## src/hw/rtl/spims_pkg.sv

```systemverilog
// Shared types, register codes and helper functions for the SPI master shifter.
`default_nettype none

package spims_pkg;

    localparam int WORD_W   = 32;
    localparam int BAUD_W   = 9;
    localparam int EDGE_W   = 7;
    localparam int CFG_IDX_W  = 2;
    localparam int CFG_DATA_W = 9;
    localparam int IN_TDATA_W  = 40;
    localparam int OUT_TDATA_W = 40;

    // Register reset values
    localparam logic [BAUD_W-1:0] BAUD_RESET       = 9'd64;
    localparam logic [1:0]        CLOCK_MODE_RESET = 2'd0;
    localparam logic [1:0]        WORD_SIZE_RESET  = 2'd0;
    localparam logic              SAMPLE_END_RESET = 1'b1;

    // Word size codes; any other code runs 32 bits
    localparam logic [1:0] WS_8  = 2'd0;
    localparam logic [1:0] WS_16 = 2'd1;

    typedef enum logic [CFG_IDX_W-1:0] {
        CFG_BAUD_DIVIDER  = 2'd0,
        CFG_CLOCK_MODE    = 2'd1,
        CFG_WORD_SIZE     = 2'd2,
        CFG_SAMPLE_AT_END = 2'd3
    } t_cfg_idx;

    typedef struct packed {
        logic [BAUD_W-1:0] baud_divider;
        logic [1:0]        clock_mode;
        logic [1:0]        word_size;
        logic              sample_at_end;
    } t_cfg;

    // Request from software and the pin, last field in the low bits
    typedef struct packed {
        logic              miso_level;
        logic              rx_take;
        logic [WORD_W-1:0] tx_word;
        logic              tx_write;
    } t_item;

    // Result shown after each tick, last field in the low bits
    typedef struct packed {
        logic              overflow;
        logic              busy_res;
        logic              rx_full;
        logic [WORD_W-1:0] rx_word;
        logic              mosi_level;
        logic              sclk_level;
    } t_result;

    typedef struct packed {
        logic [BAUD_W-1:0] baud_count;
        logic [EDGE_W-1:0] edge_count;
        logic [WORD_W-1:0] tx_shift;
        logic [WORD_W-1:0] rx_shift;
        logic [WORD_W-1:0] rx_hold;
        logic              rx_full;
        logic              overflow;
        logic              busy;
        logic              clock_level;
        logic              mosi;
    } t_state;

    function automatic logic [EDGE_W-1:0] word_bits(input logic [1:0] ws);
        logic [EDGE_W-1:0] n;
        case (ws)
            WS_8:    n = 7'd8;
            WS_16:   n = 7'd16;
            default: n = 7'd32;
        endcase
        return n;
    endfunction

    function automatic logic [WORD_W-1:0] word_mask(input logic [1:0] ws);
        logic [WORD_W-1:0] m;
        case (ws)
            WS_8:    m = 32'h0000_00FF;
            WS_16:   m = 32'h0000_FFFF;
            default: m = 32'hFFFF_FFFF;
        endcase
        return m;
    endfunction

    // Top bit of the active word
    function automatic logic word_msb(input logic [WORD_W-1:0] w, input logic [1:0] ws);
        logic b;
        case (ws)
            WS_8:    b = w[7];
            WS_16:   b = w[15];
            default: b = w[31];
        endcase
        return b;
    endfunction

endpackage

`default_nettype wire

```

## src/hw/rtl/spims_step.sv

```systemverilog
// Next-state logic for one peripheral clock tick of the SPI shifter.
`default_nettype none

module spims_step
    import spims_pkg::*;
(
    input  var t_state i_state,
    input  var t_cfg   i_cfg,
    input  var t_item  i_item,
    output t_state     o_state
);

    always_comb begin
        t_state            nx;
        logic [EDGE_W-1:0] n;
        logic [WORD_W-1:0] m;
        logic              late;
        logic [7:0]        off;
        logic [7:0]        total;
        logic [7:0]        e;
        logic [7:0]        ep1;
        logic [7:0]        d;
        logic [WORD_W-1:0] loaded;

        nx     = i_state;
        n      = word_bits(i_cfg.word_size);
        m      = word_mask(i_cfg.word_size);
        late   = i_cfg.clock_mode[0];
        off    = {7'd0, ~late} + {7'd0, i_cfg.sample_at_end};
        total  = {n, 1'b0} + {7'd0, (off == 8'd2)};
        e      = {1'b0, i_state.edge_count};
        ep1    = e + 8'd1;
        d      = e - off;
        loaded = i_item.tx_word & m;

        // a read empties the buffer before anything else this tick
        if (i_item.rx_take) begin
            nx.rx_full = 1'b0;
        end

        if (i_state.busy) begin
            if (i_state.baud_count >= i_cfg.baud_divider) begin
                nx.baud_count = '0;

                if (e >= off && !d[0] && d[7:1] < n) begin
                    nx.rx_shift = {i_state.rx_shift[WORD_W-2:0], i_item.miso_level};
                end

                if (e < {n, 1'b0}) begin
                    nx.clock_level = ~i_state.clock_level;
                end

                if ((late && e[0] && ep1[7:1] < n) || (!late && !e[0] && e[7:1] < n)) begin
                    nx.mosi     = word_msb(i_state.tx_shift, i_cfg.word_size);
                    nx.tx_shift = {i_state.tx_shift[WORD_W-2:0], 1'b0} & m;
                end

                nx.edge_count = i_state.edge_count + 7'd1;
                if (ep1 >= total) begin
                    nx.rx_hold    = nx.rx_shift & m;
                    nx.overflow   = i_state.overflow | nx.rx_full;
                    nx.rx_full    = 1'b1;
                    nx.busy       = 1'b0;
                    nx.edge_count = '0;
                end
            end else begin
                nx.baud_count = i_state.baud_count + 9'd1;
            end
        end else if (i_item.tx_write) begin
            nx.rx_shift    = '0;
            nx.baud_count  = '0;
            nx.edge_count  = '0;
            nx.busy        = 1'b1;
            nx.clock_level = i_cfg.clock_mode[1];
            if (late) begin
                nx.mosi     = word_msb(loaded, i_cfg.word_size);
                nx.tx_shift = {loaded[WORD_W-2:0], 1'b0} & m;
            end else begin
                nx.tx_shift = loaded;
            end
        end

        // idle clock follows the polarity setting
        if (!nx.busy) begin
            nx.clock_level = i_cfg.clock_mode[1];
        end

        o_state = nx;
    end

endmodule

`default_nettype wire

```

## src/hw/rtl/spi_master_shifter.sv

```systemverilog
// Top level of the SPI master shifter: request register, tick logic, result register.
`default_nettype none

// SPI master shifter. Each request on the slave stream is one peripheral
// clock tick: a possible transmit-buffer write, a possible receive-buffer
// read and the MISO pin level. Each request yields exactly one result on
// the master stream: SCLK and MOSI levels, the receive buffer, receive-full,
// busy and the sticky overflow flag, all as they stand after that tick.
// A write while idle starts a transfer of 8, 16 or 32 bits, MSB first;
// SCLK runs at the tick rate divided by 2*(baud_divider+1). Requests are
// taken every cycle while the output is not stalled: a request is
// registered, then, once the result register is free, the tick logic
// updates the shifter state and loads the result register. The single
// tick-logic stage sets the rate of one request per cycle when the output
// is not stalled. When the result register is held by a stalled consumer
// the request register still takes one more request before ready drops.
// Configuration registers are written through the plain write port; write
// them only while no request is in flight and no transfer runs.

module spi_master_shifter
    import spims_pkg::*;
(
    input  wire                    i_clk,
    input  wire                    i_rst_n,

    // configuration write port
    input  wire                    i_cfg_we,
    input  wire  [CFG_IDX_W-1:0]   i_cfg_index,
    input  wire  [CFG_DATA_W-1:0]  i_cfg_data,

    // request stream
    input  wire                    s_axis_tvalid,
    output logic                   s_axis_tready,
    // [0] tx_write, [32:1] tx_word, [33] rx_take, [34] miso_level, [39:35] zero
    input  wire  [IN_TDATA_W-1:0]  s_axis_tdata,

    // result stream
    output logic                   m_axis_tvalid,
    input  wire                    m_axis_tready,
    // [0] sclk_level, [1] mosi_level, [33:2] rx_word, [34] rx_full,
    // [35] busy_res, [36] overflow, [39:37] zero
    output logic [OUT_TDATA_W-1:0] m_axis_tdata
);

    localparam int ITEM_W = $bits(t_item);
    localparam int RES_W  = $bits(t_result);

    t_cfg    r_cfg;
    t_state  r_state;
    t_state  n_state;
    t_item   r_in;
    logic    r_in_valid;
    t_result r_out;
    logic    r_out_valid;

    logic    out_free;
    logic    advance;
    logic    in_accept;

    // the result register frees when empty or being drained this cycle
    assign out_free      = !r_out_valid || m_axis_tready;
    assign advance       = r_in_valid && out_free;
    assign s_axis_tready = !r_in_valid || out_free;
    assign in_accept     = s_axis_tvalid && s_axis_tready;

    // configuration registers
    always_ff @(posedge i_clk) begin
        if (!i_rst_n) begin
            r_cfg.baud_divider  <= BAUD_RESET;
            r_cfg.clock_mode    <= CLOCK_MODE_RESET;
            r_cfg.word_size     <= WORD_SIZE_RESET;
            r_cfg.sample_at_end <= SAMPLE_END_RESET;
        end else if (i_cfg_we) begin
            unique case (t_cfg_idx'(i_cfg_index))
                CFG_BAUD_DIVIDER:  r_cfg.baud_divider  <= i_cfg_data[BAUD_W-1:0];
                CFG_CLOCK_MODE:    r_cfg.clock_mode    <= i_cfg_data[1:0];
                CFG_WORD_SIZE:     r_cfg.word_size     <= i_cfg_data[1:0];
                CFG_SAMPLE_AT_END: r_cfg.sample_at_end <= i_cfg_data[0];
            endcase
        end
    end

    // request register: hold while the tick stage is blocked
    always_ff @(posedge i_clk) begin
        if (!i_rst_n) begin
            r_in_valid <= 1'b0;
        end else if (in_accept) begin
            r_in_valid <= 1'b1;
        end else if (advance) begin
            r_in_valid <= 1'b0;
        end
    end

    always_ff @(posedge i_clk) begin
        if (in_accept) begin
            r_in <= t_item'(s_axis_tdata[ITEM_W-1:0]);
        end
    end

    spims_step u_step (
        .i_state (r_state),
        .i_cfg   (r_cfg),
        .i_item  (r_in),
        .o_state (n_state)
    );

    // shifter state advances one tick per request
    always_ff @(posedge i_clk) begin
        if (!i_rst_n) begin
            r_state <= '0;
        end else if (advance) begin
            r_state <= n_state;
        end
    end

    // result register
    always_ff @(posedge i_clk) begin
        if (!i_rst_n) begin
            r_out_valid <= 1'b0;
        end else if (advance) begin
            r_out_valid <= 1'b1;
        end else if (m_axis_tready) begin
            r_out_valid <= 1'b0;
        end
    end

    always_ff @(posedge i_clk) begin
        if (advance) begin
            r_out.sclk_level <= n_state.clock_level;
            r_out.mosi_level <= n_state.mosi;
            r_out.rx_word    <= n_state.rx_hold;
            r_out.rx_full    <= n_state.rx_full;
            r_out.busy_res   <= n_state.busy;
            r_out.overflow   <= n_state.overflow;
        end
    end

    assign m_axis_tvalid = r_out_valid;
    assign m_axis_tdata  = {{(OUT_TDATA_W-RES_W){1'b0}}, r_out};

endmodule

`default_nettype wire

```

## config.mk

```make
export PLATFORM = sky130hd
export DESIGN_NAME = spi_master_shifter
export DESIGN_NICKNAME = d
export VERILOG_FILES = /design/src/hw/rtl/spims_pkg.sv /design/src/hw/rtl/spims_step.sv /design/src/hw/rtl/spi_master_shifter.sv
export SDC_FILE = /design/constraint.sdc
export NUM_CORES = 1
export LEC_CHECK = 0
export ABC_AREA = 1
export BUFFER_PORTS_ARGS = -buffer_cell sky130_fd_sc_hd__buf_2
export CAP_MARGIN = 20
export CORE_UTILIZATION = 50
export CTS_CLUSTER_DIAMETER = 150
export DETAILED_ROUTE_END_ITERATION = 10
export HOLD_SLACK_MARGIN = 0.08
export PLACE_DENSITY = 0.69
export SLEW_MARGIN = 25
export SYNTH_ARGS = -nofsm -noshare
export SYNTH_HDL_FRONTEND = slang
export SYNTH_SLANG_ARGS = --single-unit
```

## constraint.sdc

```tcl
create_clock -name i_clk -period 3.7 [get_ports i_clk]
set_input_delay 0.74 -clock i_clk [delete_from_list [all_inputs] [get_ports i_clk]]
set_output_delay 0.74 -clock i_clk [all_outputs]
set_load 0.05 [all_outputs]
```

==> impl_results.md <==
* Outcome: finished, final reports clean
* Reg2reg path depth at 14
* Pwr Total at 5.081 mW
* Starting density of the core at between 50% and 60%
* Non-Filler Instances at between 1500 and 2000
* Pins Over Slew Limit at 0
* Comb pwr share at 11.0%
* CTS resizes at 0
* Final setup violation count at 0
* First drt pass iteration count at 6
* Fraction of registers with async set/reset at 0%
* Most used cell along the critical path: nand2_1
* Pin count of the biggest net entering global routing at 56
* Post-synthesis cell count at 1211
* Initial antenna violation count at 0
* Critical path capture point type: register
* Longest Clk Path Bufs at 3
* Total number of vias at between 7000 and 8000
* CTS clk-pin slew, worst paths at around 0.06 ns
* Grt ovf at 0
* Worst-margin pin slew at between 0.8 and 0.9 ns
* I/O pin cnt at 98
* Final TNS setup at 0 ns
* Vias in the first global route at between 6000 and 7000
* Worst Hold Depth at 1
* Placed Cells at 1495
* Largest cells by area after synthesis: dfxtp_1 (28%), edfxtp_1 (22%), nand2_1 (12%)
* Psw at between 1 and 1.5 mW
* Gr usage total at roughly a fifth
* # fillers at 1742
* First-pass GRT wire length at 32.45 mm
* Clock root buffer: clkbuf_16
* VDD IR max at 0.4312 mV
* Die Span X at around 140 microns
* PwrDens at around 470 nW/um^2
* Share of cells above drive strength 1 at 12.61%
* Hold Vio Cnt, Final at 0
* Iter 0 DRT Violations at 486
* Clock sink count at 205
* Hold_buf cts at 0
* Number of max-cap violations at 0
* Die footprint at 19790 sq um
* Clock Skews at 0.008297 ns
* Slowest CP cell: dfxtp_1
* Final min period at 3.129 ns
* Slowest Stage Delay on Critical Path at 0.46 ns
* Kind of critical path: reg -> reg
* Antenna Cells at 0
* Unrepaired setup endpoints after global routing: false
* Drt wl/cell at 12.56 microns
* Seq cells post-synth at around 210
* Final ANT Viol Nets at 0
* Top cells by count, synth: nand2_1 (306), nand3_1 (147), dfxtp_1 (133)
* Clock Power Share at 40.0%
* Port Buffers at between 80 and 90
* Total CTS buffers at 22
* Syn-to-layout area delta at 13.30%
* Slew headroom at 41.46%
* FP Rows at 50
* Hpwl dp at 12.70 mm
* Register area share after synthesis at approximately half
* CP required at between 4 and 5 ns
* Syn. warnings at 0
* Drt drc at 0
* Clk Latency, worst-skew pair at 0.50 ns
* Mapped Avg Cell Area at 7.939 sq um
* F_max at 0.3195 GHz
* Count leader, synth: nand2_1
* Critical-path maximum fanout at 16
* CP startpoint kind: register
* Crit path cell chain: ha_1 > nand4_1 > nor2_1 > xor2_1 > inv_1 > ha_1 > nand2_1 > nor2_1 > nand2_1 > nand3_1 > nand2_2 > nor2_4 > nand3_1 > nand2_1
* GP Congestion at 0.8477
* Yosys top cell area share at 27.69%
* Crit path DAT at 3.49 ns
* Mapped cell area at 9614 sq um
* Final Util at 58.04%
* Final wirelength at 19.28 mm
* Tcrit/Tclk final at 84.58%
* Seq pwr share at about half
* Worst min path class: in -> reg
* Final nets at ~1400
* Total internal power at 3.800 mW
* Post-synth top area cell: dfxtp_1
* Die Y at ~140 microns
* Vias per Instance at 5.119
* Core Area at 18770 sq um
* Number of synthesized flops with an enable pin at 72
* Dominant synthesized flop cell: dfxtp_1
* CTS tree: done
* Switching part of the total at 25.22%
* Hold Worst Slack at around 0.4 ns
* Distinct cells, synth at 41
* Post-CTS setup buffers at 0
* Leak at around 5 nW
* Htree depth at 1
==> critical path, delay by kind of cell, from the launching register on <==
kind | cells | cell delay (ns)
fa+ha+maj | 2 | 0.57
xor+xnor | 1 | 0.21
flops | 1 | 0.46
buf+inv | 1 | 0.07
simple gates | 10 | 1.67
==> cell families (layout without fill, tap and decap cells) <==
| family | after synthesis | in the layout | share of synthesized area (%) |
|---|---|---|---|
| buf+inv | 198 | 286 | 8.485 |
| flops | 205 | 205 | 50.18 |
| xor+xnor | 10 | 10 | 0.9110 |
| other cells | 1 | 3 | 0.03900 |
| mux | 8 | 8 | 0.8329 |
| simple gates | 605 | 605 | 26.57 |
| compound gates | 161 | 161 | 9.982 |
| fa+ha+maj | 23 | 23 | 2.993 |
==> cell usage in the layout, fill, tap and decap left out, types with 3 or more instances in the layout <==
cell type	n
nand2_1	306
nand3_1	147
dfxtp_1	133
inv_1	131
nor2_1	124
buf_2	89
edfxtp_1	72
a21oi_1	44
o22ai_1	36
o21ai_0	31
ha_1	23
clkbuf_16	23
buf_4	18
o211ai_1	16
o21ai_1	16
xor2_1	8
mux2i_1	8
a22oi_1	7
clkinv_1	7
nand4_1	6
nand2_2	6
clkinv_2	5
inv_2	5
nor2_4	4
clkbuf_1	4
nor3_1	3
nor2_2	3
conb_1	3
clkbuf_8	3
==> through the flow <==
| stage | area, sq um | worst slack, ns |
|---|---|---|
| 6_report | 10890 | 0.5706 |
| 3_5_place_dp | 10220 | 0.6115 |
| 5_1_grt | 10890 | 0.1376 |
| 3_3_place_gp | 10220 | 0.6667 |
| 4_1_cts | 10890 | 0.5691 |
| 2_1_floorplan | 9622 | 0.9278 |
==> layout make-up <==
class                           instances  area [sq um]  share of cell area (%)
Multi-Input combinational cell        810          3981                   36.55
Clock inverter                         10         41.29                  0.3791
Timing Repair Buffer                  108         600.6                   5.513
Sequential cell                       205          4825                   44.29
Tap cell                              234         292.8                   2.688
Inverter                              138         520.5                   4.778
Clock buffer                           30         631.9                   5.801
==> state kept, by name (all words and copies together) (netlist names) <==
name / cells
r_state: 117
m_axis_tdata: 37
r_in: 35
r_cfg: 14
m_axis_tvalid: 1
r_in_valid: 1
==> layer usage <==
metal | share of wire, % | wire length, microns | track usage, %
met1 | 48 | 9178 | 26.35
met2 | 47 | 9032 | 33.70
met3 | 3.9 | 749 | 3.023
met4 | 1.7 | 320 | 4.577
met5 | 0 | 0 | 0
==> worst paths after layout <==
check | end | from | slack (ns)
worst max register to register | m_axis_tdata[30]$_DFFE_PP_ | r_state[101]$_SDFFE_PN0P_ | 0.57
worst max-delay path | m_axis_tdata[30]$_DFFE_PP_ | r_state[101]$_SDFFE_PN0P_ | 0.57
worst min register to register | r_state[74]$_SDFFE_PN0P_ | r_state[74]$_SDFFE_PN0P_ | 0.46
worst min-delay path | r_in[23]$_DFFE_PP_ | s_axis_tdata[23] | 0.41
==> power groups by stage <==
stage                     Combinational, mW  Sequential, mW  Clock, mW
after floorplan                       0.354            2.60          0
after CTS                             0.564            2.49       2.07
after detailed placement              0.561            2.54          0
after global routing                  0.631            2.50       2.17
after global placement                0.552            2.53          0
final                                 0.560            2.49       2.03
No activity file was read; power rests on OpenSTA's default activity.
